$ cat config.mk
export PLATFORM = sky130hd
export DESIGN_NAME = mtfc_cell
export DESIGN_NICKNAME = d
export VERILOG_FILES = /design/src/rtl/core/mtfc_pkg.sv /design/src/rtl/core/mtfc_cell.sv
export SDC_FILE = /design/constraint.sdc
export NUM_CORES = 1
export LEC_CHECK = 0
export BUFFER_PORTS_ARGS = -buffer_cell sky130_fd_sc_hd__buf_2
export CAP_MARGIN = 20
export CORE_MARGIN = 4
export CORE_UTILIZATION = 42
export DETAILED_ROUTE_END_ITERATION = 12
export PLACE_DENSITY_LB_ADDON = 0.15
export SETUP_SLACK_MARGIN = 0.3
export SLEW_MARGIN = 25
export SYNTH_ARGS = -nofsm -noshare
export SYNTH_HDL_FRONTEND = slang
export SYNTH_SLANG_ARGS = --single-unit
$ cat constraint.sdc
create_clock -name i_clk -period 1.6 [get_ports i_clk]
set_input_delay 0.4 -clock i_clk [delete_from_list [all_inputs] [get_ports i_clk]]
set_output_delay 0.4 -clock i_clk [all_outputs]
set_load 0.02 [all_outputs]
$ cat src/rtl/core/mtfc_pkg.sv
package mtfc_pkg;

    localparam int SYM_W             = 8;
    localparam int ALPHABET_SIZE_DEF = 256;

    typedef enum logic {
        DIR_FWD = 1'b0,
        DIR_INV = 1'b1
    } t_dir;

    // token travelling down the cell chain
    typedef struct packed {
        logic             vld;
        logic             done;
        logic [SYM_W-1:0] carry;
        logic [SYM_W-1:0] pos;
    } t_tok;

endpackage

$ cat src/rtl/core/mtfc_cell.sv
module mtfc_cell #(
    parameter int IDX = 0
) (
    input  logic                     i_clk,
    input  logic                     i_rst_n,
    input  mtfc_pkg::t_dir           i_dir,
    input  logic [mtfc_pkg::SYM_W-1:0] i_key,
    input  logic                     i_front_we,
    input  logic [mtfc_pkg::SYM_W-1:0] i_front_sym,
    input  mtfc_pkg::t_tok           i_tok,
    output mtfc_pkg::t_tok           o_tok
);

    localparam logic [mtfc_pkg::SYM_W-1:0] MY_POS = mtfc_pkg::SYM_W'(IDX);

    logic [mtfc_pkg::SYM_W-1:0] r_sym;
    logic [mtfc_pkg::SYM_W-1:0] n_sym;
    mtfc_pkg::t_tok             r_tok;
    mtfc_pkg::t_tok             n_tok;
    logic                       w_hit;
    logic                       w_work;

    assign w_hit  = (i_dir == mtfc_pkg::DIR_FWD) ? (r_sym == i_key) : (MY_POS == i_key);
    assign w_work = i_tok.vld && !i_tok.done;

    always_comb begin
        n_sym = r_sym;
        n_tok = i_tok;
        if (w_work) begin
            n_tok.carry = r_sym;
            if (w_hit) begin
                n_tok.done = 1'b1;
                n_tok.pos  = MY_POS;
            end
            // front cell is refilled once the found symbol is known
            if (IDX > 0) begin
                n_sym = i_tok.carry;
            end
        end
        if (IDX == 0 && i_front_we) begin
            n_sym = i_front_sym;
        end
    end

    always_ff @(posedge i_clk) begin
        if (!i_rst_n) begin
            r_sym     <= MY_POS;
            r_tok.vld <= 1'b0;
        end else begin
            r_sym     <= n_sym;
            r_tok.vld <= n_tok.vld;
        end
        r_tok.done  <= n_tok.done;
        r_tok.carry <= n_tok.carry;
        r_tok.pos   <= n_tok.pos;
    end

    assign o_tok = r_tok;

endmodule

==> impl_metrics.py <==
metrics = {
    "run_status": {
        "status": "completed",
    },
    "worst_setup_path": {
        "start_kind": "flip-flop",
        "worst-setup-path-type": "reg2reg",
        "worstSetupEndpointType": "flip-flop",
        "critPathSlowestCell": "dfxtp_4",
        "worstReg2RegStart": "r_sym[2]",
        "cp.arrival_ns": 1.55,
        "r2r_cells": 5,
        "worstPathRequired_ns": 1.83,
        "crit_fanout": 8,
        "worstPathCellList": "xnor2_2, nand3_2, o41ai_4, buf_6, nor2_1",
        "cpPeakStageDelay_ns": 0.39,
        "rr_endpoint": "o_tok[4]",
        "ff2ff_setup_slack_ns": 0.28,
    },
    "placement": {
        "place_congestion": 0.729,
        "dp.cells": 172,
        "port_buffers": 55,
        "hpwl_um": 1690,
    },
    "cts": {
        "cts_buffers": 3,
        "clock_latency_ns": 0.31,
        "clock-sinks": 26,
        "hold_buffers": 0,
        "root_buffer": "clkbuf_4",
        "htree_levels": 1,
        "tritoncts": "yes",
        "clock_path_buffers": 2,
        "path_clk_slew_ns": 0.14,
    },
    "floorplanning": {
        "fp-row-count": 17,
        "io-pin-count": 56,
        "coreArea_sq_um": 2230,
        "die_w_um": 56.9,
        "dieArea_sq_um": 3240,
        "start_util_pct": 44.9,
        "die_y_um": 56.9,
    },
    "pwr": {
        "peakVddDrop_v": 0.000732,
        "power_density_nw_per_um2": 942,
        "power.leakage_uw": 0.000758,
    },
    "routing": {
        "antenna_left": 0,
        "routed_wl_um": 2260,
        "wl_per_cell_um": 12.3,
        "vias": 822,
        "initialDrtViolationCount": 16,
        "drc_errors": 0,
        "via_per_inst": 4.47,
        "first_pass_iters": 4,
    },
    "finish": {
        "drive_gt1_share_pct": 60.3,
        "area.growth.synth_to_final_pct": 47.6,
        "nets": 195,
        "antenna_cells": 0,
        "final_cell_count_no_fill": 184,
    },
    "logic_synthesis": {
        "synth-seq-cells": 26,
        "synth_edf_count": 0,
        "yosysTopAreaCell": "dfxtp_1",
        "netlist_top_cells_area": "dfxtp_1, mux2_2, mux2i_1",
        "syn-mean-instance-area_sq_um": 11.3,
        "synth.distinct_cells": 21,
        "ys_seq_area_share_pct": 51.9,
        "synth.net_count": 127,
        "async_flop_share_pct": 0,
        "yosysWarnings": 0,
        "synth_commonest_cells": "dfxtp_1, nor2b_1",
        "synth_most_common_cell": "dfxtp_1",
        "ys.flop_type": "dfxtp_1",
        "synthesis.area_sq_um": 1000,
        "synth.top_cell.area_share_pct": 51.9,
        "netlist_instances": 89,
    },
    "timing": {
        "skew_ns": 0.00425,
        "setup_violations": 0,
        "drv_slew": 0,
        "rsz0062_at_grt": "yes",
        "hold_viol": 0,
        "fin_crit_sh_pct": 82.4,
        "tns_ns": 0,
        "relSlewSlack_pct": 78.9,
        "fin_crit_ns": 1.32,
        "worst_slew_pin_slew_ns": 0.316,
        "fmax_ghz": 0.758,
    },
    "global_routing": {
        "antenna_found_initial": 0,
        "gr-usage-all-layers_pct": 14.0,
        "grt-ovfl-total": 0,
        "grt_pass1_wl_um": 3600,
        "grt_max_degree": 16,
        "grt_pass1_vias": 853,
    },
    "min_path": {
        "min_path_cells": 2,
        "whs_endpoint": "o_tok[16]",
        "holdCritStartpoint": "i_tok[16]",
        "worstHoldPathType": "in2reg",
    },
    "flow_run": {
        "maxCapViolCount": 0,
    },
}
==> placed cells by master (no fill, tap or decap), types with 2 or more instances in the layout <==
cell and instances:
buf_2 55, dfxtp_1 19, nor2b_1 9, buf_4 9
mux2_2 8, inv_1 8, mux2i_1 8, nor2_1 6
dfxtp_2 5, xnor2_1 4, xnor2_2 4, clkbuf_4 3
nand2b_1 2, nor2_2 2, dfxtp_4 2
==> area by class of cell <==
cell class | count | area (sq um)
clock buffers | 3 | 22.5
fillers | 196 | 752
well taps | 28 | 35.0
flip-flops and latches | 26 | 534
clock inverters | 1 | 30.0
repair buffers | 65 | 354
multi-input cells | 53 | 475
inverters | 8 | 30.0
==> worst max-delay path, delay by kind of cell, from the launching register on <==
family	cells	cell delay [ns]
and+or+nand+nor	2	0.17
buffers and inverters	1	0.17
DFF	1	0.39
xor gates and xnor gates	1	0.13
AOI/OAI and AO/OA	1	0.37
==> worst max-delay path by stage <==
stage / startpoint / end / slack [ns] / cells after the start
2_1_floorplan: i_key[1] / o_tok[0] / 0.29 / 4
3_3_place_gp: i_key[1] / o_tok[1] / 0.08 / 5
3_5_place_dp: i_key[2] / o_tok[1] / 0.03 / 5
4_1_cts: r_sym[0] / o_tok[1] / 0.22 / 5
5_1_grt: r_sym[4] / o_tok[3] / 0.22 / 5
6_report: r_sym[2] / o_tok[4] / 0.28 / 5
==> registers in the layout, indices dropped and copies added (netlist names) <==
register	cells
o_tok	18
r_sym	8
==> metrics by stage <==
step           instance area (sq um)  worst slack (ns)  total power (uW)  hold slack, ns  utilization (%)
2_1_floorplan                   1020             0.289               852           0.486                -
3_3_place_gp                    1330            0.0757               940           0.516             59.4
3_5_place_dp                    1330            0.0291               946           0.527             59.4
4_1_cts                         1430             0.216              1400           0.262             64.0
5_1_grt                         1480             0.217              1470           0.258             66.3
6_report                        1480             0.281              1400           0.270             66.3
==> layer usage <==
| metal | GRT usage, % | vias up | part of all wire, % |
|---|---|---|---|
| met5 | 0 | - | 0 |
| met4 | 3.97 | 0 | 0.80 |
| met3 | 3.68 | 2 | 8.4 |
| met2 | 24.3 | 30 | 50 |
| met1 | 16.7 | 365 | 41 |
| li1 | - | 425 | - |
==> power by group <==
| group | leakage [uW] | internal, uW | switching, uW | total, uW |
|---|---|---|---|---|
| combinational | 0.000509 | 127 | 119 | 246 |
| sequential | 0.000221 | 689 | 16.3 | 706 |
| clock | 0.0000279 | 253 | 191 | 444 |
==> cell families (layout without fill, tap and decap cells) <==
family | after synthesis | count (layout) | share of synthesized area [%]
AOI/OAI and AO/OA | 3 | 3 | 4.24
xor gates and xnor gates | 8 | 8 | 7.73
buffers and inverters | 10 | 77 | 4.61
DFF | 26 | 26 | 51.9
muxes | 16 | 16 | 17.0
and+or+nand+nor | 26 | 26 | 14.6
==> timing repair <==
item                                    CTS  global route
setup buffers                             6             2
endpoints found under the setup margin    8             9
resized for setup                         4            11
pin swaps                                 5             8
Power figures use the tool's default switching activity.
